--- src/rtl/oprt_pkg.sv ---
`timescale 1ns / 1ps
// -----------------------------------------------------------------------------
// Ordered position reorder table package
// Shared field widths, operation and status codes, controller states and the
// command and status groups between the controller and the datapath.
// -----------------------------------------------------------------------------
package oprt_pkg;

   // Field widths that the word format fixes.
   localparam int MODE_W   = 2;
   localparam int SLOT_W   = 4;
   localparam int PLACE_W  = 4;
   localparam int STATUS_W = 2;

   // Number of slots that the slot field can address.
   localparam int SLOT_COUNT = 1 << SLOT_W;

   // Operation codes carried in the mode field.
   typedef enum logic [MODE_W-1:0] {
      MODE_WRITE  = 2'd0,
      MODE_BEFORE = 2'd1,
      MODE_AFTER  = 2'd2,
      MODE_QUERY  = 2'd3
   } mode_type;

   // Result status codes.
   typedef enum logic [STATUS_W-1:0] {
      STATUS_OK        = 2'd0,
      STATUS_NO_ID     = 2'd1,
      STATUS_NO_ANCHOR = 2'd2
   } status_type;

   // Controller states.
   typedef enum logic [1:0] {
      ST_IDLE,
      ST_MATCH,
      ST_APPLY
   } state_type;

   // Commands from the controller to the datapath.
   typedef struct packed {
      logic load_req;
      logic match;
      logic apply;
   } cmd_type;

   // Status from the datapath to the controller.
   typedef struct packed {
      logic out_free;
   } stat_type;

endpackage

--- src/rtl/oprt_req_if.sv ---
`timescale 1ns / 1ps
// -----------------------------------------------------------------------------
// Request channel interface
// Valid/ready channel carrying one request word of the reorder table.
// -----------------------------------------------------------------------------
interface oprt_req_if #(
   parameter int ID_BITS = 16
);
   logic                         valid;
   logic                         ready;
   logic [oprt_pkg::MODE_W-1:0]  mode;
   logic [oprt_pkg::SLOT_W-1:0]  slot;
   logic [ID_BITS-1:0]           item_id;
   logic [ID_BITS-1:0]           anchor_id;
   logic [oprt_pkg::PLACE_W-1:0] place;

   modport source (output valid, output mode, output slot, output item_id,
                   output anchor_id, output place, input ready);
   modport sink (input valid, input mode, input slot, input item_id,
                 input anchor_id, input place, output ready);
endinterface

--- src/rtl/oprt_rsp_if.sv ---
`timescale 1ns / 1ps
// -----------------------------------------------------------------------------
// Response channel interface
// Valid/ready channel carrying one result word of the reorder table.
// -----------------------------------------------------------------------------
interface oprt_rsp_if;
   logic                          valid;
   logic                          ready;
   logic [oprt_pkg::STATUS_W-1:0] status;
   logic [oprt_pkg::PLACE_W-1:0]  new_place;

   modport source (output valid, output status, output new_place, input ready);
   modport sink (input valid, input status, input new_place, output ready);
endinterface

--- src/rtl/oprt_ctrl.sv ---
`timescale 1ns / 1ps
// -----------------------------------------------------------------------------
// Reorder table controller
// Sequences each request word through a match cycle and an apply cycle and
// accepts the next word in the apply cycle once the result register is free.
// -----------------------------------------------------------------------------
module oprt_ctrl (
   input  logic               clock,
   input  logic               reset,
   input  logic               req_valid,
   output logic               req_ready,
   input  oprt_pkg::stat_type stat,
   output oprt_pkg::cmd_type  cmd
);

   oprt_pkg::state_type state_ff;
   oprt_pkg::state_type state_in;

   // State register.
   always_ff @(posedge clock) begin
      if (reset) begin
         state_ff <= oprt_pkg::ST_IDLE;
      end else begin
         state_ff <= state_in;
      end
   end

   // Next state and commands.
   always_comb begin
      state_in     = state_ff;
      req_ready    = 1'b0;
      cmd.load_req = 1'b0;
      cmd.match    = 1'b0;
      cmd.apply    = 1'b0;
      unique case (state_ff)
         oprt_pkg::ST_IDLE: begin
            req_ready    = 1'b1;
            cmd.load_req = req_valid;
            if (req_valid) begin
               state_in = oprt_pkg::ST_MATCH;
            end
         end
         oprt_pkg::ST_MATCH: begin
            cmd.match = 1'b1;
            state_in  = oprt_pkg::ST_APPLY;
         end
         oprt_pkg::ST_APPLY: begin
            // The table update and the result load happen together, so both
            // wait for room in the result register.
            if (stat.out_free) begin
               cmd.apply    = 1'b1;
               req_ready    = 1'b1;
               cmd.load_req = req_valid;
               state_in     = req_valid ? oprt_pkg::ST_MATCH : oprt_pkg::ST_IDLE;
            end
         end
         default: begin
            state_in = oprt_pkg::ST_IDLE;
         end
      endcase
   end

   // A result is never loaded over one that has not been taken.
   assert property (@(posedge clock) disable iff (reset)
      cmd.apply |-> stat.out_free)
      else $error("apply issued while the result register is occupied");

   // Every match cycle is followed by an apply cycle.
   assert property (@(posedge clock) disable iff (reset)
      state_ff == oprt_pkg::ST_MATCH |=> state_ff == oprt_pkg::ST_APPLY)
      else $error("match cycle not followed by apply");

   // An accepted word always starts a match cycle.
   assert property (@(posedge clock) disable iff (reset)
      cmd.load_req |=> state_ff == oprt_pkg::ST_MATCH)
      else $error("accepted word did not start a match");

endmodule

--- src/rtl/oprt_dp.sv ---
`timescale 1ns / 1ps
// -----------------------------------------------------------------------------
// Reorder table datapath
// Holds the entry table, matches the id and anchor against every entry,
// renumbers all entries in parallel and keeps the result register.
// -----------------------------------------------------------------------------
module oprt_dp #(
   parameter int DEPTH   = 16,
   parameter int ID_BITS = 16
) (
   input  logic                          clock,
   input  logic                          reset,
   input  oprt_pkg::cmd_type             cmd,
   output oprt_pkg::stat_type            stat,
   input  logic [oprt_pkg::MODE_W-1:0]   req_mode,
   input  logic [oprt_pkg::SLOT_W-1:0]   req_slot,
   input  logic [ID_BITS-1:0]            req_item_id,
   input  logic [ID_BITS-1:0]            req_anchor_id,
   input  logic [oprt_pkg::PLACE_W-1:0]  req_place,
   output logic                          rsp_valid,
   input  logic                          rsp_ready,
   output logic [oprt_pkg::STATUS_W-1:0] rsp_status,
   output logic [oprt_pkg::PLACE_W-1:0]  rsp_new_place
);

   // Only slots that the slot field can reach are ever written, so no more
   // rows than that are kept.
   localparam int ROWS  = (DEPTH < oprt_pkg::SLOT_COUNT) ? DEPTH : oprt_pkg::SLOT_COUNT;
   localparam int ROW_W = (ROWS > 1) ? $clog2(ROWS) : 1;
   localparam int PLACES = 1 << oprt_pkg::PLACE_W;
   localparam logic [ID_BITS-1:0] ANCHOR_HEAD = '0;
   localparam logic [ID_BITS-1:0] ANCHOR_TAIL = '1;
   localparam logic [oprt_pkg::PLACE_W-1:0] PLACE_ONE = oprt_pkg::PLACE_W'(1);

   // Captured request word.
   oprt_pkg::mode_type           mode_ff;
   logic [oprt_pkg::SLOT_W-1:0]  slot_ff;
   logic [ID_BITS-1:0]           id_ff;
   logic [ID_BITS-1:0]           anchor_ff;
   logic [oprt_pkg::PLACE_W-1:0] place_ff;

   // Entry table.
   logic [ROWS-1:0]              valid_ff;
   logic [ROWS-1:0]              valid_in;
   logic [ID_BITS-1:0]           key_ff [ROWS];
   logic [ID_BITS-1:0]           key_in [ROWS];
   logic [oprt_pkg::PLACE_W-1:0] pos_ff [ROWS];
   logic [oprt_pkg::PLACE_W-1:0] pos_in [ROWS];

   // Match results.
   logic [ROWS-1:0]              mv_oh_ff;
   logic [ROWS-1:0]              mv_oh_in;
   logic [ROWS-1:0]              an_oh_ff;
   logic [ROWS-1:0]              an_oh_in;
   logic [oprt_pkg::PLACE_W-1:0] cur_ff;
   logic [oprt_pkg::PLACE_W-1:0] cur_in;
   logic [oprt_pkg::PLACE_W-1:0] anc_ff;
   logic [oprt_pkg::PLACE_W-1:0] anc_in;
   logic [oprt_pkg::PLACE_W-1:0] top_ff;
   logic [oprt_pkg::PLACE_W-1:0] top_in;

   // Result register.
   logic                         rsp_valid_ff;
   logic                         rsp_valid_in;
   oprt_pkg::status_type         rsp_status_ff;
   oprt_pkg::status_type         rsp_status_in;
   logic [oprt_pkg::PLACE_W-1:0] rsp_place_ff;
   logic [oprt_pkg::PLACE_W-1:0] rsp_place_in;

   // Apply-cycle decode.
   logic                         mv_found;
   logic                         an_found;
   logic                         is_head;
   logic                         is_tail;
   logic                         is_after;
   logic                         slot_ok;
   logic                         move_en;
   logic                         write_en;
   logic [oprt_pkg::PLACE_W-1:0] mv_new;

   // Capture the request word on acceptance.
   always_ff @(posedge clock) begin
      if (cmd.load_req) begin
         mode_ff   <= oprt_pkg::mode_type'(req_mode);
         slot_ff   <= req_slot;
         id_ff     <= req_item_id;
         anchor_ff <= req_anchor_id;
         place_ff  <= req_place;
      end
   end

   // Match cycle: lowest matching slot for id and anchor, their positions
   // and the largest position held by any valid entry.
   always_comb begin
      logic [ROWS-1:0]   mv_hit;
      logic [ROWS-1:0]   an_hit;
      logic [PLACES-1:0] seen;
      for (int i = 0; i < ROWS; i++) begin
         mv_hit[i] = valid_ff[i] && (key_ff[i] == id_ff);
         an_hit[i] = valid_ff[i] && (key_ff[i] == anchor_ff);
      end
      mv_oh_in = mv_hit & (~mv_hit + ROWS'(1));
      an_oh_in = an_hit & (~an_hit + ROWS'(1));
      cur_in   = '0;
      anc_in   = '0;
      seen     = '0;
      for (int i = 0; i < ROWS; i++) begin
         if (mv_oh_in[i]) begin
            cur_in = cur_in | pos_ff[i];
         end
         if (an_oh_in[i]) begin
            anc_in = anc_in | pos_ff[i];
         end
         if (valid_ff[i]) begin
            seen[pos_ff[i]] = 1'b1;
         end
      end
      top_in = '0;
      for (int p = 0; p < PLACES; p++) begin
         if (seen[p]) begin
            top_in = oprt_pkg::PLACE_W'(p);
         end
      end
   end

   always_ff @(posedge clock) begin
      if (reset) begin
         mv_oh_ff <= '0;
         an_oh_ff <= '0;
      end else if (cmd.match) begin
         mv_oh_ff <= mv_oh_in;
         an_oh_ff <= an_oh_in;
      end
   end

   always_ff @(posedge clock) begin
      if (cmd.match) begin
         cur_ff <= cur_in;
         anc_ff <= anc_in;
         top_ff <= top_in;
      end
   end

   // Apply cycle: classify the operation and work out the moved position.
   always_comb begin
      mv_found = |mv_oh_ff;
      an_found = |an_oh_ff;
      is_head  = (anchor_ff == ANCHOR_HEAD);
      is_tail  = (anchor_ff == ANCHOR_TAIL);
      is_after = (mode_ff == oprt_pkg::MODE_AFTER);
      slot_ok  = ({1'b0, slot_ff} < (oprt_pkg::SLOT_W + 1)'(ROWS));
      write_en = cmd.apply && (mode_ff == oprt_pkg::MODE_WRITE);
      move_en  = cmd.apply && mv_found && (mode_ff == oprt_pkg::MODE_BEFORE ||
                 mode_ff == oprt_pkg::MODE_AFTER) && (is_head || is_tail || an_found);
      if (is_head) begin
         mv_new = '0;
      end else if (is_tail) begin
         mv_new = top_ff;
      end else if (cur_ff < anc_ff) begin
         mv_new = is_after ? anc_ff : anc_ff - PLACE_ONE;
      end else if (cur_ff > anc_ff) begin
         mv_new = is_after ? anc_ff + PLACE_ONE : anc_ff;
      end else begin
         mv_new = cur_ff;
      end
   end

   // Table next state: one slot load, or every valid entry renumbered at once.
   always_comb begin
      logic [oprt_pkg::PLACE_W-1:0] p;
      logic [oprt_pkg::PLACE_W-1:0] np;
      valid_in = valid_ff;
      for (int i = 0; i < ROWS; i++) begin
         key_in[i] = key_ff[i];
         p         = pos_ff[i];
         np        = p;
         if (move_en && valid_ff[i]) begin
            if (mv_oh_ff[i]) begin
               np = mv_new;
            end else if (is_head) begin
               if (p < cur_ff) begin
                  np = p + PLACE_ONE;
               end
            end else if (is_tail) begin
               if (p > cur_ff) begin
                  np = p - PLACE_ONE;
               end
            end else if (p < cur_ff && p < anc_ff) begin
               np = p;
            end else if (p > cur_ff && p < anc_ff) begin
               np = p - PLACE_ONE;
            end else if (p > anc_ff && p < cur_ff) begin
               np = p + PLACE_ONE;
            end else if (an_oh_ff[i]) begin
               // The anchor steps aside when the moved entry crosses it.
               if (!is_after && anc_ff < cur_ff) begin
                  np = anc_ff + PLACE_ONE;
               end else if (is_after && anc_ff > cur_ff) begin
                  np = anc_ff - PLACE_ONE;
               end
            end
         end
         if (write_en && slot_ok && slot_ff[ROW_W-1:0] == ROW_W'(i)) begin
            valid_in[i] = 1'b1;
            key_in[i]   = id_ff;
            np          = place_ff;
         end
         pos_in[i] = np;
      end
   end

   always_ff @(posedge clock) begin
      if (reset) begin
         valid_ff <= '0;
      end else begin
         valid_ff <= valid_in;
      end
   end

   always_ff @(posedge clock) begin
      for (int i = 0; i < ROWS; i++) begin
         key_ff[i] <= key_in[i];
         pos_ff[i] <= pos_in[i];
      end
   end

   // Result word.
   always_comb begin
      rsp_status_in = oprt_pkg::STATUS_OK;
      rsp_place_in  = '0;
      if (mode_ff == oprt_pkg::MODE_WRITE) begin
         rsp_place_in = slot_ok ? place_ff : '0;
      end else if (!mv_found) begin
         rsp_status_in = oprt_pkg::STATUS_NO_ID;
      end else if (mode_ff == oprt_pkg::MODE_QUERY) begin
         rsp_place_in = cur_ff;
      end else if (!is_head && !is_tail && !an_found) begin
         rsp_status_in = oprt_pkg::STATUS_NO_ANCHOR;
      end else begin
         rsp_place_in = mv_new;
      end
   end

   // Result register: loaded in the apply cycle, emptied when taken.
   always_comb begin
      rsp_valid_in = rsp_valid_ff;
      if (cmd.apply) begin
         rsp_valid_in = 1'b1;
      end else if (rsp_ready) begin
         rsp_valid_in = 1'b0;
      end
   end

   always_ff @(posedge clock) begin
      if (reset) begin
         rsp_valid_ff <= 1'b0;
      end else begin
         rsp_valid_ff <= rsp_valid_in;
      end
   end

   always_ff @(posedge clock) begin
      if (cmd.apply) begin
         rsp_status_ff <= rsp_status_in;
         rsp_place_ff  <= rsp_place_in;
      end
   end

   assign stat.out_free = !rsp_valid_ff || rsp_ready;
   assign rsp_valid     = rsp_valid_ff;
   assign rsp_status    = oprt_pkg::STATUS_W'(rsp_status_ff);
   assign rsp_new_place = rsp_place_ff;

   // At most one slot is taken as the moved entry.
   assert property (@(posedge clock) disable iff (reset) $onehot0(mv_oh_ff))
      else $error("moved id matched more than one slot");

   // At most one slot is taken as the anchor.
   assert property (@(posedge clock) disable iff (reset) $onehot0(an_oh_ff))
      else $error("anchor id matched more than one slot");

   // An error result carries position zero.
   assert property (@(posedge clock) disable iff (reset)
      rsp_valid_ff && rsp_status_ff != oprt_pkg::STATUS_OK |-> rsp_place_ff == '0)
      else $error("error result with a nonzero position");

endmodule

--- src/rtl/ordered_position_reorder_table_unit.sv ---
`timescale 1ns / 1ps
// -----------------------------------------------------------------------------
// Ordered position reorder table unit
// Table of id/position entries with slot writes, moves before or after an
// anchor (or to head and tail) and position queries.
//
//   Channel   Role     Word
//   req_chan  sink     mode, slot, item_id, anchor_id, place
//   rsp_chan  source   status, new_place
//
// Each word passes through a match cycle that compares id and anchor with
// every entry and finds the largest position, and an apply cycle that
// renumbers all entries in parallel and loads the result register. The next
// word is accepted in the apply cycle, while the current word is finished.
// Reset clears the entry valid bits.
// The apply cycle waits while an earlier result has not been taken.
// -----------------------------------------------------------------------------
module ordered_position_reorder_table_unit #(
   parameter int DEPTH   = 16,
   parameter int ID_BITS = 16
) (
   input logic        clock,
   input logic        reset,
   oprt_req_if.sink   req_chan,
   oprt_rsp_if.source rsp_chan
);

   oprt_pkg::cmd_type  cmd;
   oprt_pkg::stat_type stat;
   logic               req_ready;

   // Sequencing.
   oprt_ctrl u_ctrl (
      .clock     (clock),
      .reset     (reset),
      .req_valid (req_chan.valid),
      .req_ready (req_ready),
      .stat      (stat),
      .cmd       (cmd)
   );

   // Table and result register.
   oprt_dp #(
      .DEPTH   (DEPTH),
      .ID_BITS (ID_BITS)
   ) u_dp (
      .clock         (clock),
      .reset         (reset),
      .cmd           (cmd),
      .stat          (stat),
      .req_mode      (req_chan.mode),
      .req_slot      (req_chan.slot),
      .req_item_id   (req_chan.item_id),
      .req_anchor_id (req_chan.anchor_id),
      .req_place     (req_chan.place),
      .rsp_valid     (rsp_chan.valid),
      .rsp_ready     (rsp_chan.ready),
      .rsp_status    (rsp_chan.status),
      .rsp_new_place (rsp_chan.new_place)
   );

   assign req_chan.ready = req_ready;

endmodule

--- src/flat_wrapper.sv ---
// flat-port wrapper written by rule: the top's interface ports become plain ports
module ordered_position_reorder_table_unit_flat 
#(
   parameter int DEPTH   = 16,
   parameter int ID_BITS = 16
)
  (clock, reset, req_chan_valid, req_chan_mode, req_chan_slot, req_chan_item_id, req_chan_anchor_id, req_chan_place, req_chan_ready, rsp_chan_valid, rsp_chan_status, rsp_chan_new_place, rsp_chan_ready);
  oprt_req_if #(.ID_BITS(ID_BITS)) req_chan_i ();
  oprt_rsp_if rsp_chan_i ();
  input logic clock;
  input logic reset;
  input wire logic [$bits(req_chan_i.valid)-1:0] req_chan_valid;
  input wire logic [$bits(req_chan_i.mode)-1:0] req_chan_mode;
  input wire logic [$bits(req_chan_i.slot)-1:0] req_chan_slot;
  input wire logic [$bits(req_chan_i.item_id)-1:0] req_chan_item_id;
  input wire logic [$bits(req_chan_i.anchor_id)-1:0] req_chan_anchor_id;
  input wire logic [$bits(req_chan_i.place)-1:0] req_chan_place;
  output wire logic [$bits(req_chan_i.ready)-1:0] req_chan_ready;
  output wire logic [$bits(rsp_chan_i.valid)-1:0] rsp_chan_valid;
  output wire logic [$bits(rsp_chan_i.status)-1:0] rsp_chan_status;
  output wire logic [$bits(rsp_chan_i.new_place)-1:0] rsp_chan_new_place;
  input wire logic [$bits(rsp_chan_i.ready)-1:0] rsp_chan_ready;
  assign req_chan_i.valid = req_chan_valid;
  assign req_chan_i.mode = req_chan_mode;
  assign req_chan_i.slot = req_chan_slot;
  assign req_chan_i.item_id = req_chan_item_id;
  assign req_chan_i.anchor_id = req_chan_anchor_id;
  assign req_chan_i.place = req_chan_place;
  assign req_chan_ready = req_chan_i.ready;
  assign rsp_chan_valid = rsp_chan_i.valid;
  assign rsp_chan_status = rsp_chan_i.status;
  assign rsp_chan_new_place = rsp_chan_i.new_place;
  assign rsp_chan_i.ready = rsp_chan_ready;
  ordered_position_reorder_table_unit #(.DEPTH(DEPTH), .ID_BITS(ID_BITS)) u_core (.clock(clock), .reset(reset), .req_chan(req_chan_i), .rsp_chan(rsp_chan_i));
endmodule
--- config.mk ---
export PLATFORM = sky130hd
export DESIGN_NAME = ordered_position_reorder_table_unit_flat
export DESIGN_NICKNAME = d
export VERILOG_FILES = /design/src/rtl/oprt_pkg.sv /design/src/rtl/oprt_req_if.sv /design/src/rtl/oprt_rsp_if.sv /design/src/rtl/oprt_ctrl.sv /design/src/rtl/oprt_dp.sv /design/src/rtl/ordered_position_reorder_table_unit.sv /design/src/flat_wrapper.sv
export SDC_FILE = /design/constraint.sdc
export NUM_CORES = 2
export LEC_CHECK = 0
export BUFFER_PORTS_ARGS = -buffer_cell sky130_fd_sc_hd__buf_2
export CAP_MARGIN = 10
export CORE_UTILIZATION = 65
export CTS_CLUSTER_DIAMETER = 150
export DETAILED_ROUTE_END_ITERATION = 6
export PLACE_DENSITY_LB_ADDON = 0.25
export SYNTH_ARGS = -nofsm -noshare
export SYNTH_HDL_FRONTEND = slang
export SYNTH_SLANG_ARGS = --single-unit
--- constraint.sdc ---
create_clock -name clock -period 4.45 [get_ports clock]
set_clock_uncertainty 0.1 [all_clocks]
set_input_delay 0.6675 -clock clock [delete_from_list [all_inputs] [get_ports clock]]
set_output_delay 0.6675 -clock clock [all_outputs]
set_load 0.01 [all_outputs]
# Yosys cells after proc, flatten, opt, wreduce, memory -nomap -nowiden
# Memory sizes are Yosys's and may differ from the RTL's.
# Cells that the tools add are included.
# Widths: inputs -> output; s select.
[classes]
n_addsub = 36
n_lt_le_gt_ge = 100
eq_ne = 55
n_mux = 343
n_bitwise = 50
n_reduce_logical = 157
[ops]
columns = ["operator", "count"]
rows = [
  ["$mux 4", 256],
  ["$eq 16x16->1", 32],
  ["$mux 16", 32],
  ["$or 16x16->16", 15],
  ["$gt 4x4->1", 34],
  ["$logic_and 1x1->1", 136],
  ["$lt 4x4->1", 34],
  ["$or 4x4->4", 30],
  ["$lt 4x5->1 const B", 16],
  ["$add 4x1->4 const B", 17],
  ["$sub 4x1->4 const B", 17],
  ["$demux 1 s4", 16],
  ["$ge 4x1->1 const B", 16],
  ["$add 16x1->16 const B", 2],
  ["$and 16x16->16", 2],
  ["$eq 4x4->1 const B", 8],
  ["$not 16->16", 2],
  ["$reduce_or 16->1", 2],
  ["$mux 1", 27],
  ["$eq 16x16->1 const B", 1],
  ["$eq 4x3->1 const B", 4],
  ["$logic_not 16->1", 1],
  ["$mux 3", 4],
  ["$mux 2", 5],
  ["19 further kinds", 32],
]
[word_totals]
ff_bits = 111
ram_bits = 320
inputBits = 46
wordCells = 777
memories = 2
[mem_list]
columns = ["name", "words", "word_bits", "read_ports", "rd_clocked_by_memory_dff", "wr", "line", "source"]
rows = [
  ["u_core.u_dp.key_ff", 16, 16, 16, 0, 16, "oprt_dp.sv:45", "logic [ID_BITS-1:0] key_ff [ROWS];"],
  ["u_core.u_dp.pos_ff", 16, 4, 16, 0, 16, "oprt_dp.sv:47", "logic [oprt_pkg::PLACE_W-1:0] pos_ff [ROWS];"],
]

# Longest topological paths before layout
# An unclocked memory read counts as a cell.
[depth]
ltp_word = 50
mapped_depth = 13
ltp_nobuf = 11

# Modules after synthesis
# Synthesis repeated with hierarchy kept, for this count alone.
[unflattened]
cells_unflattened = 3301
hier_area_um2 = 32008.2
[by_module_without_submodules]
columns = ["module", "instances", "cells_each", "area_per_inst_um2", "seq_area_each_um2"]
rows = [
  ["oprt_dp", 1, 3288, 31888.1, 12391.9],
  ["oprt_ctrl", 1, 13, 120.1, 40.0],
]

# Worst setup path after synthesis
# OpenSTA, ideal clock, no wires.
[synth_path]
path_kind = "reg2reg"
from = "register u_core.u_dp.anc_ff[0] (netlist name)"
to = "memory u_core.u_dp.pos_ff[0][0] (netlist name), enable pin"
setup_time_ns = 0.361
arrival_time_ns = 2.936
t_required_ns = 3.989
setup_slack_ns = 1.053
path_stages_with_launch = 14
n_path_buf = 2
path_cell_list = "edfxtp_1 > clkbuf_1 > inv_1 > ha_1 > nor2b_1 > o21a_1 > o21a_1 > nor2_1 > o21ai_1 > clkbuf_1 > nand2_1 > nand2_1 > a21oi_1 > o21ai_0"
[synth_rtl]
columns = ["element", "line"]
rows = [
  ["to (decl)", "oprt_dp.sv:47"],
]

# Worst setup path in the final report
[layout_path]
from = "register u_core.u_dp.anchor_ff[0]"
to = "register u_core.u_dp.anc_ff[1] (netlist name) (data pin)"
[layout_via]
elab_chain_len = 36
word_cells_on_any_way = 66
classes_between = "add/sub (1); eq/ne (16); mux (16); bitwise (17); reduce/logical (16)"
[layout_lines]
columns = ["element", "line", "source"]
rows = [
  ["from (decl)", "oprt_dp.sv:39", "logic [ID_BITS-1:0] anchor_ff;"],
  ["from (signal assigned)", "oprt_dp.sv:87", "anchor_ff <= req_anchor_id;"],
  ["$eq 16x16->1", "oprt_dp.sv:100", "an_hit[i] = valid_ff[i] && (key_ff[i] == anchor_ff);"],
  ["$logic_and 1x1->1", "oprt_dp.sv:100", ""],
  ["$not 16->16", "oprt_dp.sv:103", "an_oh_in = an_hit & (~an_hit + ROWS'(1));"],
  ["$add 16x1->16", "oprt_dp.sv:103", ""],
  ["$and 16x16->16 (*)", "oprt_dp.sv:103", ""],
  ["$mux 4", "oprt_dp.sv:111", "if (an_oh_in[i]) begin"],
  ["$or 4x4->4", "oprt_dp.sv:112", "anc_in = anc_in | pos_ff[i];"],
  ["$mux 4", "oprt_dp.sv:111", ""],
  ["[... 21 more ...]", "--", ""],
  ["$mux 4", "oprt_dp.sv:111", ""],
  ["$or 4x4->4", "oprt_dp.sv:112", ""],
  ["$mux 4", "oprt_dp.sv:111", ""],
  ["$or 4x4->4", "oprt_dp.sv:112", ""],
  ["$mux 4", "oprt_dp.sv:111", ""],
  ["$or 4x4->4", "oprt_dp.sv:112", ""],
  ["$mux 4 (*)", "oprt_dp.sv:111", ""],
  ["net u_core.u_dp.anc_in (one bit)", "oprt_dp.sv:58", "logic [oprt_pkg::PLACE_W-1:0] anc_in;"],
  ["to (signal assigned)", "oprt_dp.sv:139", "anc_ff <= anc_in;"],
  ["to (decl)", "oprt_dp.sv:57", "logic [oprt_pkg::PLACE_W-1:0] anc_ff;"],
]
# Mark *: on every way through the listed nets, which the timed path passes. The rest lies on a longest branch.
# A chain may end at the register's enable or synchronous reset.

==> flow_metrics.py <==
metrics = {
    "synthesis": {
        "synth_cell_types": 84,
        "synth.largest_area_cell": "edfxtp_1",
        "postSynth.asyncResetShare_pct": 0,
        "avgSynthCellArea_sq_um": 9.866,
        "syn-num-nets": 3473,
        "ys_ff_latch": 431,
        "synth_ff_type": "edfxtp_1",
        "postSynthCellCount": 3225,
        "ys_seq_area_share_pct": 39.07,
        "synth_area_leaders": "edfxtp_1 (36%), xnor2_1 (8.3%), ha_1 (7.9%)",
        "synth_edf_count": 380,
        "synth_top_area_share_pct": 35.86,
        "synth_area_sq_um": 31820,
        "yosys_warnings": 0,
    },
    "grt": {
        "overflow": 0,
        "grt_pass1_vias": 28890,
        "grt_pass1_wl_um": 184900,
        "antenna_found_initial": 1,
        "grt_max_degree": 97,
        "grt_usage_pct": 50.58,
    },
    "clock_network": {
        "cts.clk_slew.worst_paths_ps": 70,
        "numClockSinks": 431,
        "insertion_delay_ps": 630,
        "postCtsHoldBufs": 0,
        "cts_tree": "yes",
        "h-tree-depth": 2,
        "post_cts_buffers": 0,
        "cts-root-buf": "clkbuf_16",
        "cts_resized": 0,
        "clockBufferDepth": 3,
        "cts_buffers": 46,
    },
    "cells_and_area": {
        "multi_input_area_sq_um": 18120,
        "drive_above_1_share_pct": 10.07,
        "area_growth_syn_to_layout_pct": 8.895,
        "final_core_util_pct": 72.12,
        "nets": 3537,
        "fin_cells": 3943,
        "fillers": 3328,
        "regArea_sq_um": 12430,
    },
    "critical_path": {
        "critPathSlowestCell": "edfxtp_1",
        "required_ps": 4630,
        "critPathTopFamily": "simple AND/OR/NAND/NOR gates",
        "worstPathArrival_ps": 4630,
        "end_kind": "flop",
        "timing.reg2reg.setup_slack_ps": -0.6,
        "cp.buffers_inverters": 1,
        "r2r_cells": 9,
        "path_max_fanout": 10,
        "r2r-start": "u_core.u_dp.anchor_ff[0]",
        "slowest_delay_ps": 930,
        "crit_chain": "buf_4, xnor2_1, nand4_1, nor4_1, and2_1, or3_1, nor3_2, a22oi_1, nand3_1",
        "start_kind": "flop",
        "worstSetupPathType": "flop to flop",
        "reg2reg_to": "u_core.u_dp.anc_ff[1]",
    },
    "drt": {
        "drtIter0Drc": 5426,
        "route.vias.total": 29660,
        "routedWlPerCell_um": 32.50,
        "routed_via_density": 7.522,
        "drt-pass1-iter-count": 7,
        "drc": 100,
        "routed_wl_um": 128200,
        "ant_nets": 0,
    },
    "die": {
        "fp.dieH_um": 223.3,
        "initial_utilization_pct": 66.23,
        "core_area_sq_um": 48050,
        "rows": 80,
        "die_w_um": 223.3,
        "ioPinCount": 54,
        "dieArea_sq_um": 49840,
    },
    "flow_run": {
        "max-cap-violations": 1,
    },
    "hold_path": {
        "hp-start": "req_chan_mode[0]",
        "min_to": "u_core.u_dp.mode_ff[0]",
        "hold_path_depth": 1,
        "min_path_type": "input pin to flop",
    },
    "sta": {
        "fin_tns_setup_ps": -0.5578,
        "max_freq_mhz": 224.7,
        "finalMaxSlewViolations": 18,
        "min_period_over_period_pct": 100.0,
        "period_needed_ps": 4451,
        "slew_headroom_pct": -2.708,
        "finalSetupViolCount": 1,
        "tightest_slew_ps": 1541,
        "rsz0062_at_grt": "false",
        "worst_slack_ps": -0.5578,
        "hold_viol": 0,
    },
    "placement": {
        "place_hpwl_um": 88640,
        "globalplace.congestion": 1.217,
        "placed_cells_incl_taps": 3854,
        "portBuffers": 53,
    },
    "pwr": {
        "ir_worst_vdd_mv": 0.4262,
        "p_leak_nw": 12.60,
        "power-per-cell-area_nw_per_um2": 279.3,
    },
    "status": {
        "violations": "DRC, capacitance limit, slew limit, setup timing",
        "status": "complete, but fails checks",
    },
}
## sequential cells by signal (all words and copies together) (netlist names), 4 cells and up
signal	cells
u_core.u_dp.anc_ff	4
u_core.u_dp.mv_oh_ff	16
u_core.u_dp.anchor_ff	16
u_core.u_dp.cur_ff	4
u_core.u_dp.top_ff	4
u_core.u_dp.an_oh_ff	16
u_core.u_dp.key_ff	256
u_core.u_dp.pos_ff	64
u_core.u_dp.valid_ff	16
u_core.u_dp.slot_ff	4
u_core.u_dp.rsp_new_place	4
u_core.u_dp.id_ff	16
u_core.u_dp.place_ff	4
## power by group
part | leakage, nW | internal, mW | switching, mW | total, mW
logic | 7.99 | 0.397 | 0.669 | 1.07
clock network | 0.757 | 2.30 | 1.75 | 4.06
registers | 3.86 | 4.44 | 0.114 | 4.56
## cell usage after synthesis (12+ instances only)
library cell / count
o21ai_1: 23
a22o_1: 23
mux2_2: 15
dfxtp_1: 51
a21oi_1: 178
inv_1: 74
a311oi_1: 12
nand2b_1: 40
a211oi_1: 25
a22oi_1: 68
a221o_1: 15
o211ai_1: 18
nor2b_1: 46
a21o_1: 21
and4_1: 19
a221oi_1: 28
mux2i_1: 59
o21ai_0: 115
nor2_1: 142
clkbuf_1: 108
xor2_1: 267
xnor2_1: 303
nand3_1: 83
a31oi_1: 22
nand2_1: 271
nor4_1: 82
buf_1: 14
edfxtp_1: 380
o21a_1: 18
nor3_1: 86
o22ai_1: 16
a31o_2: 12
nor3b_1: 23
and3_1: 35
buf_4: 46
nand4_1: 120
ha_1: 202
## cells in the final DEF, fill, tap and decap left out, types with 23 or more instances in the layout
cell       instances
a211oi_1          25
a21oi_1          178
a221oi_1          28
a22o_1            23
a22oi_1           68
and3_1            35
buf_2             53
buf_4            146
clkbuf_16         47
dfxtp_1           51
edfxtp_1         380
ha_1             202
inv_1             74
mux2i_1           59
nand2_1          271
nand2b_1          40
nand3_1           83
nand4_1          120
nor2_1           140
nor2b_1           46
nor3_1            86
nor3b_1           23
nor4_1            82
o21ai_0          114
o21ai_1           23
xnor2_1          302
xor2_1           267
## worst register-to-register path, stage by stage (launching register included)
cell      delay (ps)
edfxtp_1         930
buf_4            420
xnor2_1          220
nand4_1          220
nor4_1           900
and2_1           440
or3_1            230
nor3_2            90
a22oi_1          270
nand3_1          310
## worst max path at each step
stage / startpoint / endpoint / slack (ps) / cells after the start
finish: u_core.u_dp.anchor_ff[0] / u_core.u_dp.anc_ff[1] / -0.6 / 9
CTS: u_core.u_dp.anchor_ff[0] / u_core.u_dp.anc_ff[2] / 310 / 9
floorplan: u_core.u_dp.anc_ff[0] / u_core.u_dp.pos_ff[0][0] / 1050 / 13
global route: u_core.u_dp.anchor_ff[14] / u_core.u_dp.anc_ff[0] / 70 / 11
detailed placement: u_core.u_dp.id_ff[10] / u_core.u_dp.cur_ff[2] / 360 / 10
global placement: u_core.u_dp.id_ff[5] / u_core.u_dp.cur_ff[2] / 450 / 10
## per-layer routing
layer,share of wire [%],vias to the layer above,GRT usage (%)
li1,-,12090,-
met1,32,13790,59.25
met2,42,2845,74.84
met3,16,928,17.56
met4,10,2,41.94
met5,0.058,-,1.075
## area by class of cell
| class | instances | share of cell area (%) |
|---|---|---|
| Sequential cell | 431 | 35.88 |
| Timing Repair Buffer | 204 | 4.196 |
| Inverter | 79 | 0.8558 |
| Clock buffer | 61 | 3.748 |
| Clock inverter | 25 | 0.7872 |
| Antenna cell | 1 | 0.007222 |
| Tap cell | 615 | 2.221 |
| Multi-Input combinational cell | 2527 | 52.31 |
## per-stage QoR
stage               instance area, sq um  hold slack, ps  total power [mW]  setup WS, ps
finish                             34650           117.7             9.678       -0.5578
detailed placement                 33040           366.2             5.624         364.1
global placement                   33040           356.8             5.583         448.4
global route                       34650           114.7             9.828         69.36
CTS                                34610           122.9             9.569         314.3
floorplan                          31820           340.0             5.247          1053
## cell families (layout without fill, tap and decap cells)
family / after synthesis / after routing / synth area share, %
multiplexers: 75 / 75 / 2.458
adder cells (fa/ha/maj): 202 / 202 / 7.943
AO/OA/AOI/OAI: 660 / 660 / 13.67
XOR/XNOR: 570 / 570 / 15.69
AND/OR/NAND/NOR: 1020 / 1020 / 17.13
flip-flops: 431 / 431 / 39.07
buffers and inverters: 267 / 369 / 4.034
other: 0 / 1 / 0
(Power assumes the default switching activity.)
